===== config.mk =====
export PLATFORM = sky130hd
export DESIGN_NAME = yuvcd_sqrt
export DESIGN_NICKNAME = d
export VERILOG_FILES = /design/src/rtl/core/yuv_color_convert_and_distance_assert.svh /design/src/rtl/core/yuvcd_pkg.sv /design/src/rtl/core/yuvcd_sqrt.sv
export SDC_FILE = /design/constraint.sdc
export NUM_CORES = 2
export LEC_CHECK = 0
export BUFFER_PORTS_ARGS = -buffer_cell sky130_fd_sc_hd__buf_2
export CAP_MARGIN = 20
export CORE_ASPECT_RATIO = 0.8
export CORE_UTILIZATION = 40
export CTS_BUF_LIST = sky130_fd_sc_hd__clkbuf_4
export DETAILED_ROUTE_END_ITERATION = 8
export GPL_ROUTABILITY_DRIVEN = 0
export PLACE_DENSITY = 0.66
export SLEW_MARGIN = 10
export SYNTH_ARGS = -nofsm -noshare
export SYNTH_HDL_FRONTEND = slang
export SYNTH_SLANG_ARGS = --single-unit

===== constraint.sdc =====
create_clock -name clock -period 3.44 [get_ports clock]
set_input_delay 0.344 -clock clock [delete_from_list [all_inputs] [get_ports clock]]
set_output_delay 0.344 -clock clock [all_outputs]
set_load 0.02 [all_outputs]

===== src/rtl/core/yuv_color_convert_and_distance_assert.svh =====
// ----------------------------------------------------------------------------
// Assertion macros
// Shared concurrent assertion forms for the YUV convert and distance block.
// ----------------------------------------------------------------------------
`ifndef YUV_COLOR_CONVERT_AND_DISTANCE_ASSERT_SVH
`define YUV_COLOR_CONVERT_AND_DISTANCE_ASSERT_SVH

// same-cycle implication
`define YUVCD_ASSERT_SAME(label, clk, rst, ante, cons, msg) \
   label: assert property (@(posedge clk) disable iff (rst) (ante) |-> (cons)) \
      else $error(msg);

// next-cycle implication
`define YUVCD_ASSERT_NEXT(label, clk, rst, ante, cons, msg) \
   label: assert property (@(posedge clk) disable iff (rst) (ante) |=> (cons)) \
      else $error(msg);

`endif


===== src/rtl/core/yuvcd_pkg.sv =====
// ----------------------------------------------------------------------------
// yuvcd_pkg
// Shared types and constants of the YUV convert and distance block.
// ----------------------------------------------------------------------------
package yuvcd_pkg;

   localparam int ChanWidth     = 16;
   localparam int WeightWidth   = 16;
   localparam int FuncWidth     = 2;
   localparam int DistWidth     = 16;
   localparam int ReqDataWidth  = 6 * ChanWidth;
   localparam int RspDataWidth  = 3 * ChanWidth + DistWidth;
   localparam int CsrAddrWidth  = 4;
   localparam int CsrDataWidth  = 32;
   localparam int FrontStages   = 5;
   localparam int RadicandWidth = 42;
   localparam int RootWidth     = RadicandWidth / 2;
   localparam int RemWidth      = RootWidth + 3;
   localparam int RoundWidth    = RootWidth + 1;

   localparam logic [FuncWidth-1:0] FuncRgbToYuv = 2'd0;
   localparam logic [FuncWidth-1:0] FuncYuvToRgb = 2'd1;
   localparam logic [FuncWidth-1:0] FuncDistance = 2'd2;

   localparam logic [WeightWidth-1:0]      WeightOne = 16'd4096;
   localparam logic signed [ChanWidth-1:0] UnitOne   = 16'sd16384;
   localparam logic [DistWidth-1:0]        DistMax   = 16'hFFFF;

   typedef enum logic [1:0] {
      RegLumaWeight = 2'd0,
      RegUWeight    = 2'd1,
      RegVWeight    = 2'd2
   } csr_index_type;

   typedef struct packed {
      logic [WeightWidth-1:0] luma;
      logic [WeightWidth-1:0] u;
      logic [WeightWidth-1:0] v;
   } weights_type;

   typedef struct packed {
      logic signed [ChanWidth-1:0] res_a;
      logic signed [ChanWidth-1:0] res_b;
      logic signed [ChanWidth-1:0] res_c;
      logic                        clamped;
   } side_type;

endpackage


===== src/rtl/core/yuvcd_sqrt.sv =====
// ----------------------------------------------------------------------------
// yuvcd_sqrt
// Pipelined integer square root, one root bit per stage, with sideband.
// ----------------------------------------------------------------------------
module yuvcd_sqrt (
   input  logic                                clock,
   input  logic                                reset,
   input  logic                                advance,
   input  logic                                in_valid,
   input  logic [yuvcd_pkg::RadicandWidth-1:0] in_radicand,
   input  yuvcd_pkg::side_type                 in_side,
   output logic                                out_valid,
   output logic [yuvcd_pkg::RootWidth-1:0]     out_root,
   output yuvcd_pkg::side_type                 out_side
);
   import yuvcd_pkg::*;

   logic [RootWidth-1:0]     valid_ff;
   logic [RootWidth-1:0]     root_ff [RootWidth];
   side_type                 side_ff [RootWidth];
   logic [RemWidth-1:0]      rem_ff  [RootWidth-1];
   logic [RadicandWidth-1:0] rad_ff  [RootWidth-1];

   for (genvar k = 0; k < RootWidth; k++) begin : g_step
      logic [RemWidth-1:0]      rem_prev;
      logic [RootWidth-1:0]     root_prev;
      logic [RadicandWidth-1:0] rad_prev;
      logic                     valid_prev;
      side_type                 side_prev;
      logic [RemWidth-1:0]      rem_shift;
      logic [RemWidth-1:0]      trial;
      logic                     fits;

      if (k == 0) begin : g_first
         assign rem_prev   = '0;
         assign root_prev  = '0;
         assign rad_prev   = in_radicand;
         assign valid_prev = in_valid;
         assign side_prev  = in_side;
      end else begin : g_next
         assign rem_prev   = rem_ff[k-1];
         assign root_prev  = root_ff[k-1];
         assign rad_prev   = rad_ff[k-1];
         assign valid_prev = valid_ff[k-1];
         assign side_prev  = side_ff[k-1];
      end

      assign rem_shift = {rem_prev[RemWidth-3:0], rad_prev[RadicandWidth-1 -: 2]};
      assign trial     = {1'b0, root_prev, 2'b01};
      assign fits      = rem_shift >= trial;

      always_ff @(posedge clock) begin
         if (reset) begin
            valid_ff[k] <= 1'b0;
         end else if (advance) begin
            valid_ff[k] <= valid_prev;
         end
      end

      always_ff @(posedge clock) begin
         if (advance) begin
            root_ff[k] <= {root_prev[RootWidth-2:0], fits};
            side_ff[k] <= side_prev;
         end
      end

      if (k < RootWidth - 1) begin : g_carry
         always_ff @(posedge clock) begin
            if (advance) begin
               rem_ff[k] <= fits ? (rem_shift - trial) : rem_shift;
               rad_ff[k] <= rad_prev << 2;
            end
         end
      end
   end

   assign out_valid = valid_ff[RootWidth-1];
   assign out_root  = root_ff[RootWidth-1];
   assign out_side  = side_ff[RootWidth-1];

endmodule

==> results.json <==
{
  "start_util_pct": 40.5,
  "core_area_um2": 199000,
  "clock.fmax_mhz": 308,
  "dieWidth_um": 504,
  "dr.pass1.iters": 7,
  "setup_slack_ps": 193,
  "antenna_found_initial": 6,
  "synth_nets": 5128,
  "cts_buffers": 546,
  "cts_root_buf": "clkbuf_4",
  "crit_fanout": 7,
  "ir_drop_uv": 368,
  "p_leak_nw": 35.2,
  "synth.largest_area_cell": "edfxtp_1",
  "dieArea_um2": 203000,
  "synthDistinctLibCells": 78,
  "maxCapViolations": 0,
  "yosysSeqAreaShare_pct": 78.6,
  "finalNetCount": 6073,
  "grt_use_met3_pct": 3.83,
  "finalClockSkew_ps": 127,
  "setup_viol": 0,
  "fillers": 17000,
  "synth_cells": 4780,
  "whs_ps": 152,
  "routed_wl_mm": 123,
  "drc": 0,
  "area_growth_syn_to_layout_pct": 16.7,
  "grt_overflow": 0,
  "synth_top_area_share_pct": 78.0,
  "vias": 41400,
  "via_per_inst": 4.74,
  "power-per-cell-area_nw_per_um2": 624,
  "end_kind": "flip-flop",
  "grt_util_met2_pct": 19.5,
  "grt-busiest-layer": "met2",
  "row_count": 146,
  "numPortBuffers": 165,
  "hold_violations": 0,
  "synth-seq-cells": 2113,
  "cts_buffer_depth": 4,
  "wl_per_cell_um": 14.1,
  "hold_path_class": "input port to flip-flop",
  "chipHeight_um": 403,
  "fin_crit_sh_pct": 94.4,
  "worstPathCellList": "ha_1 -> and4_1 -> a21boi_0 -> nor4_2 -> o31ai_1 -> nor2b_1 -> a211o_1 -> a2111oi_0 -> xor2_1",
  "cp.arrival_ps": 4220,
  "ys.flop_type": "edfxtp_1",
  "required_ps": 4410,
  "insertion_delay_ps": 1320,
  "startpoint_type": "flip-flop",
  "synth_area_per_cell_um2": 16.8,
  "grt_pass1_vias": 42300,
  "synth-async-reset-ratio_pct": 0,
  "cts_max_level": 6,
  "yosys_warnings": 0,
  "cp_slowest_cell": "a2111oi_0",
  "grt_usage_pct": 12.2,
  "tns_ps": 0,
  "critPathMaxStageDelay_ps": 500,
  "finalCriticalPeriod_ps": 3250,
  "rsz0062_at_grt": "no",
  "grt_pass1_wl_mm": 203,
  "synth-edff-count": 2092,
  "io_pins": 166,
  "synthTopCellsByArea": "edfxtp_1 78%, ha_1 3.9%, xor2_1 1.8%",
  "path_clk_slew_ps": 70,
  "relSlewSlack_pct": 46.6,
  "gr-usage-met1_pct": 15.0,
  "outcome": "finished clean",
  "placement.cell_area_um2": 85500,
  "ant_nets": 0,
  "syn-cell-area_um2": 80500,
  "drive_above_1_share_pct": 19.1,
  "dp_slack_ps": 172,
  "grt_max_degree": 130,
  "tightest_slew_ps": 781,
  "initialDrtViolationCount": 2661,
  "drv_slew": 0,
  "cts.sink_count": 2113,
  "detailed_place_hpwl_mm": 75.7,
  "power_mw": 58.6,
  "cts_tree": "yes",
  "design_area_um2": 94000,
  "critPathKind": "flip-flop to flip-flop"
}
==> repair_timing <==
item                                   4_1_cts  5_1_grt
setup endpoints to repair                    0       13
hold buffers                               192        0
setup buffers                                0        1
gates resized for setup                      0        2
endpoints found under the hold margin     2006        0
==> worst max-delay path: cells and delay by family, from the launching register on <==
kind	cells	cell delay [ps]
adder cells (fa/ha/maj)	1	410
AO/OA/AOI/OAI	4	1170
flip-flops	1	410
XOR/XNOR	1	130
AND/OR/NAND/NOR	3	830
==> routing by layer <==
layer  part of all wire, %  vias to the layer above
met5                 0.028                        -
met4                   3.1                        4
met3                   5.9                      348
met2                    47                     1146
met1                    44                    19500
li1                      -                    20400
==> registers in the layout, summed over array words and instances (netlist names) <==
name / count
side_ff: 1029
g_step.valid_prev: 20
rad_ff: 420
rem_ff: 412
root_ff: 231
out_valid: 1
==> cells in the final DEF (no fill, tap or decap), types with 10 or more instances in the layout <==
| cell type | count |
|---|---|
| nor3_1 | 77 |
| and2_1 | 11 |
| a21oi_1 | 231 |
| xnor2_1 | 154 |
| edfxtp_1 | 2092 |
| and3_1 | 12 |
| bufinv_16 | 10 |
| a21o_1 | 75 |
| nand4_1 | 27 |
| buf_2 | 164 |
| a211o_1 | 11 |
| inv_2 | 16 |
| dlygate4sd3_1 | 192 |
| or4_1 | 14 |
| nand2b_1 | 48 |
| o211ai_1 | 20 |
| o31ai_1 | 25 |
| buf_12 | 25 |
| nor2_1 | 268 |
| mux2_2 | 39 |
| nand3_1 | 42 |
| a211oi_1 | 23 |
| buf_4 | 70 |
| clkinv_2 | 17 |
| nor2b_1 | 34 |
| or2_2 | 19 |
| ha_1 | 253 |
| clkbuf_4 | 765 |
| nor4_1 | 59 |
| mux2i_1 | 29 |
| o21bai_1 | 17 |
| xor2_1 | 165 |
| o21a_1 | 62 |
| nand2_1 | 214 |
| o21ai_0 | 192 |
| dfxtp_1 | 21 |
| clkinv_1 | 71 |
| or3_1 | 33 |
| inv_1 | 312 |
==> synth_stat cells (8+ instances only) <==
library cell	count
and4_1	8
or3_1	33
dfxtp_1	21
nor3_1	77
nand2b_1	48
nor3b_1	9
xnor2_1	154
a21oi_1	231
o21ai_0	193
or2_2	19
xor2_1	165
a211o_1	11
edfxtp_1	2092
a31oi_1	10
ha_1	253
nand3_1	42
mux2i_1	29
o31ai_1	25
a21boi_0	8
nor4_1	60
mux2_2	39
nor2_1	268
nor2b_1	34
a21o_1	75
inv_1	312
and3_1	12
and2_1	11
a211oi_1	23
nand4_1	27
clkbuf_1	50
o21a_1	62
o211ai_1	20
nand2_1	214
o21bai_1	17
or4_1	14
==> cell type report <==
class,instances,area [µm²],share of cell area [%]
clock buffer,765,5740,6.11
timing repair buffer,451,3770,4.01
clock inverter,121,771,0.820
inverter,313,1170,1.25
tap,2664,3330,3.55
sequential,2113,63200,67.3
multi-input combinational,2300,15900,16.9
antenna,8,20.0,0.0213
==> worst paths after layout <==
kind | startpoint | depth (start not counted) | to | slack, ps
worst min register to register | side_ff[1][126] | 0 | side_ff[1][175] | 360
worst max-delay path | rem_ff[4][29] | 9 | rem_ff[4][69] | 190
worst min-delay path | advance | 2 | side_ff[0][19] | 150
worst max register to register | rem_ff[4][29] | 9 | rem_ff[4][69] | 190
==> logic make-up (layout without fill, tap and decap cells) <==
| group | Yosys count | count (layout) | share of synthesized area (%) |
|---|---|---|---|
| simple gates | 907 | 907 | 5.55 |
| other cells | 1 | 9 | 0.00466 |
| flops | 2113 | 2113 | 78.6 |
| fa+ha+maj | 253 | 253 | 3.93 |
| mux | 68 | 68 | 0.906 |
| compound gates | 752 | 752 | 5.85 |
| xor+xnor | 319 | 319 | 3.47 |
| buf+inv | 367 | 1650 | 1.72 |
==> per-stage QoR <==
stage	util, %	instances
6_report	47.2	8735
3_3_place_gp	43.0	7648
3_5_place_dp	43.0	7648
4_1_cts	47.2	8726
5_1_grt	47.2	8735
2_1_floorplan	-	4780
==> where the power goes <==
part           switching (mW)  internal (mW)
Sequential               1.02           31.0
Combinational            3.51           2.67
Clock                    9.45           10.9
No activity file was read; power rests on OpenSTA's default activity.
