--- config.mk ---
export PLATFORM = sky130hd
export DESIGN_NAME = yuvcd_csr
export DESIGN_NICKNAME = d
export VERILOG_FILES = /design/src/rtl/core/yuv_color_convert_and_distance_assert.svh /design/src/rtl/core/yuvcd_pkg.sv /design/src/rtl/core/yuvcd_csr.sv
export SDC_FILE = /design/constraint.sdc
export NUM_CORES = 1
export LEC_CHECK = 0
export ABC_AREA = 1
export BUFFER_PORTS_ARGS = -buffer_cell sky130_fd_sc_hd__buf_2
export CAP_MARGIN = 10
export CORE_UTILIZATION = 35
export CTS_BUF_LIST = sky130_fd_sc_hd__clkbuf_8
export CTS_CLUSTER_DIAMETER = 200
export DETAILED_ROUTE_END_ITERATION = 10
export PLACE_DENSITY_LB_ADDON = 0.1
export SYNTH_ARGS = -nofsm -noshare
export SYNTH_HDL_FRONTEND = slang
export SYNTH_SLANG_ARGS = --single-unit
--- constraint.sdc ---
create_clock -name clock -period 2.1 [get_ports clock]
set_input_delay 0.105 -clock clock [delete_from_list [all_inputs] [get_ports clock]]
set_output_delay 0.105 -clock clock [all_outputs]
set_load 0.03 [all_outputs]
--- src/rtl/core/yuv_color_convert_and_distance_assert.svh ---
// ----------------------------------------------------------------------------
// Assertion macros
// Shared concurrent assertion forms for the YUV convert and distance block.
// ----------------------------------------------------------------------------
`ifndef YUV_COLOR_CONVERT_AND_DISTANCE_ASSERT_SVH
`define YUV_COLOR_CONVERT_AND_DISTANCE_ASSERT_SVH

// same-cycle implication
`define YUVCD_ASSERT_SAME(label, clk, rst, ante, cons, msg) \
   label: assert property (@(posedge clk) disable iff (rst) (ante) |-> (cons)) \
      else $error(msg);

// next-cycle implication
`define YUVCD_ASSERT_NEXT(label, clk, rst, ante, cons, msg) \
   label: assert property (@(posedge clk) disable iff (rst) (ante) |=> (cons)) \
      else $error(msg);

`endif

--- src/rtl/core/yuvcd_pkg.sv ---
// ----------------------------------------------------------------------------
// yuvcd_pkg
// Shared types and constants of the YUV convert and distance block.
// ----------------------------------------------------------------------------
package yuvcd_pkg;

   localparam int ChanWidth     = 16;
   localparam int WeightWidth   = 16;
   localparam int FuncWidth     = 2;
   localparam int DistWidth     = 16;
   localparam int ReqDataWidth  = 6 * ChanWidth;
   localparam int RspDataWidth  = 3 * ChanWidth + DistWidth;
   localparam int CsrAddrWidth  = 4;
   localparam int CsrDataWidth  = 32;
   localparam int FrontStages   = 5;
   localparam int RadicandWidth = 42;
   localparam int RootWidth     = RadicandWidth / 2;
   localparam int RemWidth      = RootWidth + 3;
   localparam int RoundWidth    = RootWidth + 1;

   localparam logic [FuncWidth-1:0] FuncRgbToYuv = 2'd0;
   localparam logic [FuncWidth-1:0] FuncYuvToRgb = 2'd1;
   localparam logic [FuncWidth-1:0] FuncDistance = 2'd2;

   localparam logic [WeightWidth-1:0]      WeightOne = 16'd4096;
   localparam logic signed [ChanWidth-1:0] UnitOne   = 16'sd16384;
   localparam logic [DistWidth-1:0]        DistMax   = 16'hFFFF;

   typedef enum logic [1:0] {
      RegLumaWeight = 2'd0,
      RegUWeight    = 2'd1,
      RegVWeight    = 2'd2
   } csr_index_type;

   typedef struct packed {
      logic [WeightWidth-1:0] luma;
      logic [WeightWidth-1:0] u;
      logic [WeightWidth-1:0] v;
   } weights_type;

   typedef struct packed {
      logic signed [ChanWidth-1:0] res_a;
      logic signed [ChanWidth-1:0] res_b;
      logic signed [ChanWidth-1:0] res_c;
      logic                        clamped;
   } side_type;

endpackage

--- src/rtl/core/yuvcd_csr.sv ---
// ----------------------------------------------------------------------------
// yuvcd_csr
// Register file for the distance weights behind a simple APB-style port.
// ----------------------------------------------------------------------------
module yuvcd_csr (
   input  logic                              clock,
   input  logic                              reset,
   input  logic                              csr_psel,
   input  logic                              csr_penable,
   input  logic                              csr_pwrite,
   input  logic [yuvcd_pkg::CsrAddrWidth-1:0] csr_paddr,
   input  logic [yuvcd_pkg::CsrDataWidth-1:0] csr_pwdata,
   output logic [yuvcd_pkg::CsrDataWidth-1:0] csr_prdata,
   output logic                              csr_pready,
   output yuvcd_pkg::weights_type            weights
);
   import yuvcd_pkg::*;

   csr_index_type index;
   logic          write_en;
   weights_type   weights_ff;

   assign csr_pready = 1'b1;
   assign index      = csr_index_type'(csr_paddr[CsrAddrWidth-1:2]);
   assign write_en   = csr_psel && csr_penable && csr_pwrite && csr_pready;
   assign weights    = weights_ff;

   always_ff @(posedge clock) begin
      if (reset) begin
         weights_ff <= '{luma: WeightOne, u: WeightOne, v: WeightOne};
      end else if (write_en) begin
         unique case (index)
            RegLumaWeight: weights_ff.luma <= csr_pwdata[WeightWidth-1:0];
            RegUWeight:    weights_ff.u    <= csr_pwdata[WeightWidth-1:0];
            RegVWeight:    weights_ff.v    <= csr_pwdata[WeightWidth-1:0];
            default: ;
         endcase
      end
   end

   always_comb begin
      unique case (index)
         RegLumaWeight: csr_prdata = CsrDataWidth'(weights_ff.luma);
         RegUWeight:    csr_prdata = CsrDataWidth'(weights_ff.u);
         RegVWeight:    csr_prdata = CsrDataWidth'(weights_ff.v);
         default:       csr_prdata = '0;
      endcase
   end

endmodule

==> results.yml, run 1 <==
global_routing:
  grt_pass1_wl_mm: 10.2
  grtUsageTotal_pct: 17.7
  grt_pass1_vias: 2122
  antenna_found_initial: 0
  grt_max_degree: 49
  overflow: 0
synthesis:
  yosys_warnings: 0
  yosysTopAreaCell: "dfxtp_1"
  synth-simple-area-share_pct: 45.6
  yosysTopAreaCellShare_pct: 39.4
  synth_fa_ha_area_share_pct: 0
  synth_cell_types: 15
  post_synth_inst_count: 372
  avgSynthCellArea_sq_um: 6.56
  ys_seq_area_share_pct: 39.4
  yosys_register_bits: 48
  synth_compound_area_share_pct: 0.615
  synthMuxAreaShare_pct: 0
  synth_area_leaders: "dfxtp_1 (39%), nand2_1 (15%), nor2_1 (14%)"
  syn-cell-area_sq_um: 2440
  synth_top_family_by_area: "simple AND/OR/NAND/NOR gates"
  yosys.area_share.xor_xnor_pct: 0
floorplanning:
  die_area_sq_um: 7310
  core_area_sq_um: 6760
  fp.dieH_um: 85.5
  fp.dieW_um: 85.5
  initial_utilization_pct: 36.1
  io_pins: 122
  num_rows: 30
timing:
  worst_pin_slew_ns: 0.509
  finalCriticalPeriod_ns: 1.32
  rsz0062_at_grt: "false"
  layout_setup_ws_ns: 0.781
  finalCritPeriodShare_pct: 62.8
  setup_violations: 0
  skew_ns: 0
  maxSlewHeadroom_pct: 66.0
  hold_viol_final: 0
  fin_setup_tns_ns: 0
  max_freq_mhz: 758
  final_max_slew_viol_count: 0
flow_run:
  max_cap_violations: 0
power:
  power_frac_seq_pct: 53.5
  p_leak_nw: 1.50
  cellInternalPower_mw: 1.23
  netSwitchingPower_uw: 533
  ir_worst_vdd_v: 0.000223
  pwr-share-comb_pct: 17.3
  switching_share_pct: 30.2
  p_clk_share_pct: 29.2
  p_per_area_nw_per_um2: 610
  finalPower_mw: 1.76
routing:
  first_pass_iters: 6
  drc_errors: 0
  routed_wl_mm: 6.25
  drt_iter0_markers: 69
  postRouteAntennaNets: 0
  viasPerCell: 4.48
  routedWlPerCell_um: 11.8
  route.vias.total: 2366
clock_tree:
  h-tree-depth: 2
  cts_tree: "yes"
  cts-resized-gates: 0
  postCtsHoldBufs: 0
  postCtsSetupRepairBufs: 0
  clk_latency_ns: 0.29
  clockRootBuffer: "clkbuf_8"
  path_clk_slew_ns: 0.08
  numCtsBuffers: 5
  cts_sinks: 48
  clock_path_buffers: 2
min_path:
  whs_path_depth: 3
  hold_class: "in -> reg"
setup_path:
  cp-end-kind: "primary output"
  crit_required_ns: 2.00
  reg2reg_setup_slack_ns: 1.48
  critical_path_class: "in -> out"
  crit_arrival_ns: 1.21
  reg2regPathDepth: 2
  crit_path_start_kind: "input pin"
  cp_max_fo: 28
cells_and_area:
  nFillCells: 759
  area_growth_pct: 18.5
  nNetsFinal: 489
  drive_gt1_share_pct: 24.3
  largest_reg_flops: 48
  num_antenna_cells: 0
  multi_input_area_sq_um: 1190
  ff_latch_area_sq_um: 961
placement:
  port_buffers: 86
  gp_congestion: 0.708
  dp_hpwl_mm: 3.97
  pre_cts_ws_ns: 0.781
outcome:
  outcome: "completed"
layout make-up:
type | instances | share of cell area [%]
clock buffers | 5 | 2.38
clock inverters | 2 | 0.303
inverters | 19 | 2.47
multi-input cells | 282 | 41.3
flip-flops and latches | 48 | 33.2
well taps | 80 | 3.46
repair buffers | 92 | 16.9
cell usage after synthesis:
library cell and number:
nand2_1 100, nor2_1 91, nand3_1 64, dfxtp_1 48
buf_4 17, inv_1 16, buf_2 12, buf_6 7
nor2_4 4, inv_2 3, o21ai_0 3, clkbuf_1 2
conb_1 2, nor2_2 2, nand3_4 1
final timing paths:
| check | endpoint | startpoint |
|---|---|---|
| max reg2reg | weights[28]$_SDFFE_PP1P_ | weights[28]$_SDFFE_PP1P_ |
| max | csr_prdata[4] | csr_paddr[3] |
| min reg2reg | weights[15]$_SDFFE_PP0P_ | weights[15]$_SDFFE_PP0P_ |
| min | weights[44]$_SDFFE_PP1P_ | csr_pwdata[12] |
power by group through the flow:
| stage | registers (mW) | clock network (mW) | logic (mW) |
|---|---|---|---|
| global placement | 0.965 | 0 | 0.307 |
| finish | 0.944 | 0.515 | 0.306 |
| global route | 0.947 | 0.576 | 0.337 |
| CTS | 0.944 | 0.539 | 0.309 |
| floorplan | 1.00 | 0 | 0.212 |
| detailed placement | 0.966 | 0 | 0.309 |
worst max-delay path, cell delays in order:
cell	delay, ns
buf_2	0.13
nor2_2	0.20
buf_4	0.37
nand2_1	0.09
nand3_1	0.11
buf_2	0.20
placed cells by master, fill, tap and decap left out, drive strengths merged:
master,instances
nand2,100
nor2,97
buf,92
nand3,65
dfxtp,48
inv,20
conb,17
clkbuf,5
o21ai,3
clkinv,1
cells by family after synthesis:
group,after synthesis
buffers and inverters,57
AOI/OAI and AO/OA,3
other,2
and+or+nand+nor,262
DFF,48
metrics by stage:
stage | instance area [sq um] | hold slack (ns) | instances | utilization [%]
finish | 2890 | 0.0629 | 528 | 42.8
CTS | 2890 | 0.0564 | 528 | 42.8
detailed placement | 2810 | 0.377 | 521 | 41.6
global route | 2890 | 0.0730 | 528 | 42.8
floorplan | 2500 | 0.231 | 387 | -
global placement | 2810 | 0.362 | 521 | 41.6
layer usage:
| metal | global-route usage [%] | vias up | part of all wire (%) |
|---|---|---|---|
| met5 | 0 | - | 0 |
| met4 | 4.85 | 0 | 0.94 |
| met3 | 4.14 | 7 | 5.0 |
| met2 | 29.9 | 66 | 46 |
| met1 | 22.6 | 1026 | 48 |
| li1 | - | 1267 | - |
(Power assumes the default switching activity.)
==> inputs of run 2 (changes only) <==
clock period = 1.2 ns   (was 2.1 ns; I/O delays follow)
==> run 2 against run 1 <==
Sequential share of layout area shrank 1.3 points. Global-route usage is 0.53 points higher. Die area did not move. Clock power grew 91%. Largest cell class unchanged. Critical path depth decreased by 3.
==> results.yml, run 2 (synthesis gave the netlist of run 1 again) <==
setup_path:
  crit_arrival_ns: 1.04
  cp_max_fo: 3
  path_buf_inv: 1
  crit_required_ns: 1.14
  path_delay_family: "flip-flops"
  reg2reg_setup_slack_ns: 0.60
  crit_chain: "nand2_1 -> nand3_1 -> buf_2"
  worst_path_max_delay_cell: "dfxtp_1"
  critical_path_class: "reg -> out"
  crit_path_start_kind: "flip-flop"
  critPathMaxStageDelay_ns: 0.38
  cp-end-kind: "primary output"
global_routing:
  grt_pass1_wl_mm: 10.5
  grt_max_degree: 49
  grtUsageTotal_pct: 18.2
  antenna_found_initial: 0
  grt_pass1_vias: 2172
  overflow: 0
cells_and_area:
  multi_input_area_sq_um: 1190
  ff_latch_area_sq_um: 961
  final_area_sq_um: 3010
  drive_gt1_share_pct: 25.8
  postLayoutCoreUtil_pct: 44.5
  largest_reg_flops: 48
  nFillCells: 783
  nNetsFinal: 498
  layout_common_cells: "nand2_1 (100), nor2_1 (90), buf_2 (86)"
  num_antenna_cells: 0
  final_common_cell: "nand2_1"
  area_growth_pct: 23.3
  final_cells: 538
routing:
  drc_errors: 0
  viasPerCell: 4.62
  drt_iter0_markers: 103
  first_pass_iters: 6
  routed_wl_mm: 6.35
  routedWlPerCell_um: 11.8
  postRouteAntennaNets: 0
  route.vias.total: 2488
placement:
  pre_cts_ws_ns: 0.162
  placed_area_sq_um: 2920
  dp_hpwl_mm: 4.29
  port_buffers: 86
  gp_congestion: 0.722
  dp.cells: 530
power:
  ir_worst_vdd_v: 0.000405
  p_leak_nw: 1.56
  pwr-share-comb_pct: 17.6
  switching_share_pct: 29.9
  p_clk_share_pct: 30.8
  finalPower_mw: 3.20
  cellInternalPower_mw: 2.24
  p_per_area_nw_per_um2: 1060
  power_frac_seq_pct: 51.6
  netSwitchingPower_uw: 957
timing:
  skew_ns: 0
  max_freq_mhz: 907
  finalCritPeriodShare_pct: 91.8
  final_max_slew_viol_count: 0
  finalCriticalPeriod_ns: 1.10
  timing.hold.ws_ns: 0.00833
  fin_setup_tns_ns: 0
  hold_viol_final: 0
  rsz0062_at_grt: "false"
  setup_violations: 0
  layout_setup_ws_ns: 0.0978
floorplanning:
  io_pins: 122
  core_area_sq_um: 6760
  num_rows: 30
  initial_utilization_pct: 36.1
  fp.dieH_um: 85.5
  fp.dieW_um: 85.5
  die_area_sq_um: 7310
flow_run:
  max_cap_violations: 0
outcome:
  outcome: "completed"
clock_tree:
  postCtsHoldBufs: 0
  h-tree-depth: 2
  clk_latency_ns: 0.29
  cts_sinks: 48
  numCtsBuffers: 5
  postCtsSetupRepairBufs: 0
  clock_path_buffers: 2
  cts_tree: "yes"
  clockRootBuffer: "clkbuf_8"
  cts-resized-gates: 0
  path_clk_slew_ns: 0.09
min_path:
  hold_class: "in -> reg"
run 2: cell types whose count changed in the layout (fill, tap and decap cells not counted), sizes merged:
cell    before  now
buf         92  101
clkinv       1    0
clkbuf       5    6
inv         20   21
run 2: cell type report:
class                           instances  share of cell area (%)
Clock buffer                            6                    2.74
Tap cell                               80                    3.33
Clock inverter                          2                   0.249
Sequential cell                        48                    31.9
Timing Repair Buffer                  101                    19.7
Inverter                               19                    2.37
Multi-Input combinational cell        282                    39.7
run 2: power groups by stage:
stage	registers [mW]	logic [mW]	clock network [mW]
after floorplan	1.76	0.371	0
after global placement	1.69	0.565	0
final	1.65	0.563	0.986
after CTS	1.65	0.568	1.02
after detailed placement	1.69	0.567	0
after global routing	1.66	0.620	1.08
run 2: path summary, 6_finish.rpt:
kind                                 start                        to  depth (start not counted)
setup / recovery  weights[20]$_SDFFE_PP0P_             csr_prdata[4]                          3
hold reg to reg   weights[44]$_SDFFE_PP1P_  weights[44]$_SDFFE_PP1P_                          2
hold / removal              csr_pwdata[12]  weights[28]$_SDFFE_PP1P_                          3
setup reg to reg  weights[32]$_SDFFE_PP0P_  weights[32]$_SDFFE_PP0P_                          2
run 2: tightest hold or removal path: stages:
cell     delay (ns)
buf_2          0.10
nand2_1        0.05
nand3_1        0.06
run 2: per-layer routing:
metal	routed length, um	vias up	global-route usage [%]
met4	41	0	3.48
li1	-	1281	-
met1	2950	1131	24.1
met5	0	-	0
met2	3020	72	30.5
met3	345	4	4.23
