`src/rtl/core/yuv_color_convert_and_distance_assert.svh`:
```
// ----------------------------------------------------------------------------
// Assertion macros
// Shared concurrent assertion forms for the YUV convert and distance block.
// ----------------------------------------------------------------------------
`ifndef YUV_COLOR_CONVERT_AND_DISTANCE_ASSERT_SVH
`define YUV_COLOR_CONVERT_AND_DISTANCE_ASSERT_SVH

// same-cycle implication
`define YUVCD_ASSERT_SAME(label, clk, rst, ante, cons, msg) \
   label: assert property (@(posedge clk) disable iff (rst) (ante) |-> (cons)) \
      else $error(msg);

// next-cycle implication
`define YUVCD_ASSERT_NEXT(label, clk, rst, ante, cons, msg) \
   label: assert property (@(posedge clk) disable iff (rst) (ante) |=> (cons)) \
      else $error(msg);

`endif

```
`src/rtl/core/yuvcd_pkg.sv`:
```
// ----------------------------------------------------------------------------
// yuvcd_pkg
// Shared types and constants of the YUV convert and distance block.
// ----------------------------------------------------------------------------
package yuvcd_pkg;

   localparam int ChanWidth     = 16;
   localparam int WeightWidth   = 16;
   localparam int FuncWidth     = 2;
   localparam int DistWidth     = 16;
   localparam int ReqDataWidth  = 6 * ChanWidth;
   localparam int RspDataWidth  = 3 * ChanWidth + DistWidth;
   localparam int CsrAddrWidth  = 4;
   localparam int CsrDataWidth  = 32;
   localparam int FrontStages   = 5;
   localparam int RadicandWidth = 42;
   localparam int RootWidth     = RadicandWidth / 2;
   localparam int RemWidth      = RootWidth + 3;
   localparam int RoundWidth    = RootWidth + 1;

   localparam logic [FuncWidth-1:0] FuncRgbToYuv = 2'd0;
   localparam logic [FuncWidth-1:0] FuncYuvToRgb = 2'd1;
   localparam logic [FuncWidth-1:0] FuncDistance = 2'd2;

   localparam logic [WeightWidth-1:0]      WeightOne = 16'd4096;
   localparam logic signed [ChanWidth-1:0] UnitOne   = 16'sd16384;
   localparam logic [DistWidth-1:0]        DistMax   = 16'hFFFF;

   typedef enum logic [1:0] {
      RegLumaWeight = 2'd0,
      RegUWeight    = 2'd1,
      RegVWeight    = 2'd2
   } csr_index_type;

   typedef struct packed {
      logic [WeightWidth-1:0] luma;
      logic [WeightWidth-1:0] u;
      logic [WeightWidth-1:0] v;
   } weights_type;

   typedef struct packed {
      logic signed [ChanWidth-1:0] res_a;
      logic signed [ChanWidth-1:0] res_b;
      logic signed [ChanWidth-1:0] res_c;
      logic                        clamped;
   } side_type;

endpackage

```
`src/rtl/core/yuvcd_conv.sv`:
```
// ----------------------------------------------------------------------------
// yuvcd_conv
// Five-stage BT.601 RGB to YUV and YUV to RGB conversion datapath.
// ----------------------------------------------------------------------------
module yuvcd_conv (
   input  logic                                clock,
   input  logic                                advance,
   input  logic [yuvcd_pkg::FuncWidth-1:0]     func,
   input  logic signed [yuvcd_pkg::ChanWidth-1:0] chan_a,
   input  logic signed [yuvcd_pkg::ChanWidth-1:0] chan_b,
   input  logic signed [yuvcd_pkg::ChanWidth-1:0] chan_c,
   output logic signed [yuvcd_pkg::ChanWidth-1:0] res_a,
   output logic signed [yuvcd_pkg::ChanWidth-1:0] res_b,
   output logic signed [yuvcd_pkg::ChanWidth-1:0] res_c,
   output logic                                clamped
);
   import yuvcd_pkg::*;

   localparam int ProdWidth = 36;
   localparam int WideWidth = 52;
   localparam int FracShift = 16;
   localparam int WideShift = 32;

   localparam logic signed [ProdWidth-1:0] CoefYr = 36'sd19595;
   localparam logic signed [ProdWidth-1:0] CoefYg = 36'sd38470;
   localparam logic signed [ProdWidth-1:0] CoefYb = 36'sd7471;
   localparam logic signed [ProdWidth-1:0] CoefRv = 36'sd74700;
   localparam logic signed [ProdWidth-1:0] CoefGu = 36'sd25864;
   localparam logic signed [ProdWidth-1:0] CoefGv = 36'sd38050;
   localparam logic signed [ProdWidth-1:0] CoefBu = 36'sd133176;
   localparam logic signed [ProdWidth-1:0] Half16 = 36'sd32768;
   localparam logic signed [WideWidth-1:0] CoefU  = 52'sd32244;
   localparam logic signed [WideWidth-1:0] CoefV  = 52'sd57475;
   localparam logic signed [WideWidth-1:0] Half32 = 52'sd2147483648;
   localparam logic signed [WideWidth-1:0] SatHi  = 52'sd32767;
   localparam logic signed [WideWidth-1:0] SatLo  = -52'sd32768;

   function automatic logic signed [ChanWidth-1:0] sat_s16(
      input logic signed [WideWidth-1:0] v);
      logic signed [ChanWidth-1:0] r;
      if (v > SatHi) begin
         r = SatHi[ChanWidth-1:0];
      end else if (v < SatLo) begin
         r = SatLo[ChanWidth-1:0];
      end else begin
         r = v[ChanWidth-1:0];
      end
      return r;
   endfunction

   function automatic logic signed [ChanWidth-1:0] clamp_unit(
      input logic signed [ProdWidth-1:0] v);
      logic signed [ChanWidth-1:0] r;
      if (v < 0) begin
         r = '0;
      end else if (v > UnitOne) begin
         r = UnitOne;
      end else begin
         r = v[ChanWidth-1:0];
      end
      return r;
   endfunction

   function automatic logic out_of_unit(input logic signed [ProdWidth-1:0] v);
      return (v < 0) || (v > UnitOne);
   endfunction

   // stage 1: coefficient products
   logic signed [ProdWidth-1:0] a_ext, b_ext, c_ext;
   logic signed [ProdWidth-1:0] py_r_ff, py_g_ff, py_b_ff;
   logic signed [ProdWidth-1:0] pr_v_ff, pg_u_ff, pg_v_ff, pb_u_ff;
   logic signed [ChanWidth-1:0] a1_ff, c1_ff;
   logic [FuncWidth-1:0]        func1_ff;

   assign a_ext = ProdWidth'(chan_a);
   assign b_ext = ProdWidth'(chan_b);
   assign c_ext = ProdWidth'(chan_c);

   always_ff @(posedge clock) begin
      if (advance) begin
         py_r_ff  <= a_ext * CoefYr;
         py_g_ff  <= b_ext * CoefYg;
         py_b_ff  <= c_ext * CoefYb;
         pr_v_ff  <= c_ext * CoefRv;
         pg_u_ff  <= b_ext * CoefGu;
         pg_v_ff  <= c_ext * CoefGv;
         pb_u_ff  <= b_ext * CoefBu;
         a1_ff    <= chan_a;
         c1_ff    <= chan_c;
         func1_ff <= func;
      end
   end

   // stage 2: sums
   logic signed [ProdWidth-1:0] a_hi1;
   logic signed [ProdWidth-1:0] y30_in, r_acc_in, g_acc_in, b_acc_in;
   logic signed [ProdWidth-1:0] y30_ff, r_acc_ff, g_acc_ff, b_acc_ff;
   logic signed [ChanWidth-1:0] a2_ff, c2_ff;
   logic [FuncWidth-1:0]        func2_ff;

   assign a_hi1    = ProdWidth'(a1_ff) <<< FracShift;
   assign y30_in   = py_r_ff + py_g_ff + py_b_ff;
   assign r_acc_in = a_hi1 + pr_v_ff + Half16;
   assign g_acc_in = a_hi1 - pg_u_ff - pg_v_ff + Half16;
   assign b_acc_in = a_hi1 + pb_u_ff + Half16;

   always_ff @(posedge clock) begin
      if (advance) begin
         y30_ff   <= y30_in;
         r_acc_ff <= r_acc_in;
         g_acc_ff <= g_acc_in;
         b_acc_ff <= b_acc_in;
         a2_ff    <= a1_ff;
         c2_ff    <= c1_ff;
         func2_ff <= func1_ff;
      end
   end

   // stage 3: luma rounding, chroma differences, RGB clamp
   logic signed [ProdWidth-1:0] a_hi2, c_hi2, y_rnd, r_sh, g_sh, b_sh;
   logic signed [ChanWidth-1:0] y3_in;
   logic signed [ProdWidth-1:0] u_diff_in, v_diff_in;
   logic                        hit3_in;
   logic signed [ChanWidth-1:0] y3_ff, r3_ff, g3_ff, b3_ff;
   logic signed [ProdWidth-1:0] u_diff_ff, v_diff_ff;
   logic                        hit3_ff;
   logic [FuncWidth-1:0]        func3_ff;

   assign a_hi2     = ProdWidth'(a2_ff) <<< FracShift;
   assign c_hi2     = ProdWidth'(c2_ff) <<< FracShift;
   assign y_rnd     = (y30_ff + Half16) >>> FracShift;
   assign y3_in     = sat_s16(WideWidth'(y_rnd));
   assign u_diff_in = c_hi2 - y30_ff;
   assign v_diff_in = a_hi2 - y30_ff;
   assign r_sh      = r_acc_ff >>> FracShift;
   assign g_sh      = g_acc_ff >>> FracShift;
   assign b_sh      = b_acc_ff >>> FracShift;
   assign hit3_in   = out_of_unit(r_sh) || out_of_unit(g_sh) || out_of_unit(b_sh);

   always_ff @(posedge clock) begin
      if (advance) begin
         y3_ff     <= y3_in;
         u_diff_ff <= u_diff_in;
         v_diff_ff <= v_diff_in;
         r3_ff     <= clamp_unit(r_sh);
         g3_ff     <= clamp_unit(g_sh);
         b3_ff     <= clamp_unit(b_sh);
         hit3_ff   <= hit3_in;
         func3_ff  <= func2_ff;
      end
   end

   // stage 4: chroma scaling
   logic signed [WideWidth-1:0] mu_ff, mv_ff;
   logic signed [ChanWidth-1:0] y4_ff, r4_ff, g4_ff, b4_ff;
   logic                        hit4_ff;
   logic [FuncWidth-1:0]        func4_ff;

   always_ff @(posedge clock) begin
      if (advance) begin
         mu_ff    <= WideWidth'(u_diff_ff) * CoefU;
         mv_ff    <= WideWidth'(v_diff_ff) * CoefV;
         y4_ff    <= y3_ff;
         r4_ff    <= r3_ff;
         g4_ff    <= g3_ff;
         b4_ff    <= b3_ff;
         hit4_ff  <= hit3_ff;
         func4_ff <= func3_ff;
      end
   end

   // stage 5: chroma rounding and result select
   logic signed [WideWidth-1:0] u_rnd, v_rnd;
   logic signed [ChanWidth-1:0] res_a_in, res_b_in, res_c_in;
   logic                        clamped_in;
   logic signed [ChanWidth-1:0] res_a_ff, res_b_ff, res_c_ff;
   logic                        clamped_ff;

   assign u_rnd = (mu_ff + Half32) >>> WideShift;
   assign v_rnd = (mv_ff + Half32) >>> WideShift;

   always_comb begin
      case (func4_ff)
         FuncRgbToYuv: begin
            res_a_in   = y4_ff;
            res_b_in   = sat_s16(u_rnd);
            res_c_in   = sat_s16(v_rnd);
            clamped_in = 1'b0;
         end
         FuncYuvToRgb: begin
            res_a_in   = r4_ff;
            res_b_in   = g4_ff;
            res_c_in   = b4_ff;
            clamped_in = hit4_ff;
         end
         default: begin
            res_a_in   = '0;
            res_b_in   = '0;
            res_c_in   = '0;
            clamped_in = 1'b0;
         end
      endcase
   end

   always_ff @(posedge clock) begin
      if (advance) begin
         res_a_ff   <= res_a_in;
         res_b_ff   <= res_b_in;
         res_c_ff   <= res_c_in;
         clamped_ff <= clamped_in;
      end
   end

   assign res_a   = res_a_ff;
   assign res_b   = res_b_ff;
   assign res_c   = res_c_ff;
   assign clamped = clamped_ff;

endmodule

```
`config.mk`:
```
export PLATFORM = sky130hd
export DESIGN_NAME = yuvcd_conv
export DESIGN_NICKNAME = d
export VERILOG_FILES = /design/src/rtl/core/yuv_color_convert_and_distance_assert.svh /design/src/rtl/core/yuvcd_pkg.sv /design/src/rtl/core/yuvcd_conv.sv
export SDC_FILE = /design/constraint.sdc
export NUM_CORES = 2
export LEC_CHECK = 0
export ABC_AREA = 1
export BUFFER_PORTS_ARGS = -buffer_cell sky130_fd_sc_hd__buf_2
export CAP_MARGIN = 20
export CORE_MARGIN = 8
export CORE_UTILIZATION = 45
export DETAILED_ROUTE_END_ITERATION = 6
export PLACE_DENSITY_LB_ADDON = 0.25
export SYNTH_ARGS = -nofsm -noshare
export SYNTH_HDL_FRONTEND = slang
export SYNTH_SLANG_ARGS = --single-unit
```
`constraint.sdc`:
```
create_clock -name clock -period 8 [get_ports clock]
set_input_delay 1.2 -clock clock [delete_from_list [all_inputs] [get_ports clock]]
set_output_delay 1.2 -clock clock [all_outputs]
set_load 0.03 [all_outputs]
```
==> results.md <==
* Post-Place Worst Slack at 1410 ps
* Final Skew at 52.8 ps
* Yosys top cell by area: edfxtp_1
* Synth Instances at slightly above 9,000
* Hold-fix buffers at CTS at 0
* Initial DRC Count at between 3,000 and 4,000
* Share of cells above drive strength 1 at under 10%
* Number of I/O pins at between 100 and 150
* Setup violators final at 0
* Core Area at 181,000 um^2
* H-tree levels at 3
* Most common cell in the netlist: inv_1
* Unrepaired setup endpoints after global routing: no
* Top cells by count, synth: inv_1 (2,157), nand2_1 (1,430), ha_1 (1,195)
* Number of synthesized flops with an enable pin at 632
* Largest net degree at the start of global routing at 153
* All-Layer GR Usage at a little under a quarter
* Share of the synthesized area in the top cell type at 23.1%
* Critical path capture point type: flop
* Post-cts sizing count at 0
* Count of cell types in the netlist at 55
* HP Class: flop to flop
* Input/output buffers at 100
* Final hold violation count at 0
* CTS tree: done
* CTS buffer count at between 70 and 80
* Synth warn at 0
* Status: finished clean
* Setup ws final at 1830 ps
* Clock Path Buffers at 3
* GRT overflow at 0
* Worst Tran Pin Value at between 900 and 1000 ps
* Finished Cell Area at 88,100 um^2
* Tmin final at 6170 ps
* FMAX at between 150 and 200 MHz
* Number of max-cap violations at 0
* Postcts setup bufs at 0
* Routed wire per std cell at 20.0 um
* Worst-path clk slew at about 60 ps
* CP required at roughly 8400 ps
* Top FF cell, synth: edfxtp_1
* Vias in the first global route at 63,200
* DR vias/cell at just over 5
* Startpoint class of the critical path: flop
* Post-DP HPWL at about 200,000 um
* Slowest cell on crit path: edfxtp_1
* Die X at 443 um
* Antenna viol nets, final at 0
* Worst-path cell chain: inv_1, fa_1, fa_1, inv_1, fa_1, inv_1, fa_1, inv_1, fa_1, inv_1, fa_1, inv_1, ha_1, nand2_1, nor2_1, inv_1, nor2_1, nand3_1, nor3_1, nand2_1, nand3_1, xor2_1
* Syn Area/Cell at 8.94 um^2
* GP Congestion at 0.953
* First-pass iteration count of the detailed router at 6
* Chip height at 443 um
* Slew margin rel. at 33.9%
* Final slew viol count at 0
* Placed Instance Area at 85,700 um^2
* Highest fanout seen on the critical path at 21
* Ys async rst share at 0%
* WP data arrival at 6590 ps
* Root buf cell: clkbuf_16
* Critical setup path kind: flop to flop
* #FFs+latches synth at 632
* Nets at 11,500
* Die area at 196,000 um^2
* Mapped cell area at 82,100 um^2
* Tcrit/Tclk final at 77.2%
* Initial Util at 45.4%
* Worst-Skew Late Latency at 710 ps
* Sequential fraction of the synthesis area at 23.1%
* Via count at between 60,000 and 70,000
* CTS sink cnt at 632
* Rows at 156
* TNS Setup at 0 ps
* Drt drc at 0
* Global-route wire length before repair at 366,000 um
* CP max stage delay at 1000 ps
* Top cell by count, worst path: inv_1
* Antenna violations before repair at 11
* Routed WL at 235,000 um
* Top cells by area, synth: edfxtp_1 (23%), fa_1 (23%), ha_1 (18%)
* Area delta synth->final at 7.35%
==> critical path: cells and delay by family, from the launching register on <==
family                     cells  cell delay [ps]
buffers and inverters          7              480
xor gates and xnor gates       1               90
adders and majority gates      7             3320
DFF                            1             1000
and+or+nand+nor                7             1000
==> state kept, by name, indices dropped and copies added, names as in the netlist, 22 cells and up <==
| name | flops |
|---|---|
| y30_ff | 36 |
| py_r_ff | 32 |
| py_b_ff | 30 |
| pg_u_ff | 28 |
| u_diff_ff | 36 |
| py_g_ff | 30 |
| pg_v_ff | 28 |
| pb_u_ff | 22 |
==> cell families (layout without fill, tap and decap cells) <==
group	after synthesis	in the layout	synth area share, %
AND/OR/NAND/NOR	2672	2672	13.6
other	1	5	0.00457
flip-flops	632	632	23.1
AO/OA/AOI/OAI	1121	1121	7.64
multiplexers	1	1	0.0122
buffers and inverters	2209	2438	10.2
adder cells (fa/ha/maj)	2124	2124	40.9
XOR/XNOR	425	425	4.53
==> layout by cell type (no fill, tap or decap), drive strengths merged, types with 7 or more instances in the layout <==
cell,n
a211oi,9
a21boi,29
a21o,67
a21oi,513
a22o,16
a31oi,36
buf,133
bufinv,10
clkbuf,87
clkinv,24
edfxtp,632
fa,929
ha,1195
inv,2182
nand2,1467
nand3,270
nand3b,14
nand4,103
nor2,646
nor3,119
nor3b,8
nor4,28
o211ai,10
o21a,20
o21ai,345
o21bai,63
or2,7
xnor2,131
xor2,294
==> cell type report <==
cell class	instances	area, um^2
timing repair buffer	133	786
clock inverter	42	542
inverter	2176	8170
multi-input combinational	6346	54800
tap	2370	2970
fill	17200	92800
antenna	2	5.00
clock buffer	87	1920
sequential	632	19000
==> stage by stage <==
stage	std cells	hold WS, ps	utilization, %
3_5_place_dp	11700	405	47.4
5_1_grt	11800	412	48.7
3_3_place_gp	11700	400	47.4
6_report	11800	410	48.7
2_1_floorplan	9187	400	-
4_1_cts	11800	409	48.7
==> worst paths after layout <==
kind / slack [ps] / start / cells after the start / end
worst max-delay path: 1830 / u_diff_ff[35] / 22 / mu_ff[46]
worst min-delay path: 410 / y3_ff[5] / 0 / y4_ff[5]
worst max register to register: 1830 / u_diff_ff[35] / 22 / mu_ff[46]
worst min register to register: 410 / y3_ff[5] / 0 / y4_ff[5]
==> layer usage <==
layer | GRT usage [%] | vias to the layer above | wire length, um
met5 | 0 | - | 94
met4 | 6.96 | 16 | 7990
met2 | 40.7 | 1404 | 112000
met1 | 31.6 | 29500 | 105000
li1 | - | 29600 | -
met3 | 3.23 | 318 | 11000
Power is not shown: default switching activity piles up to over one toggle a cycle in this logic, so the estimate is an artifact.
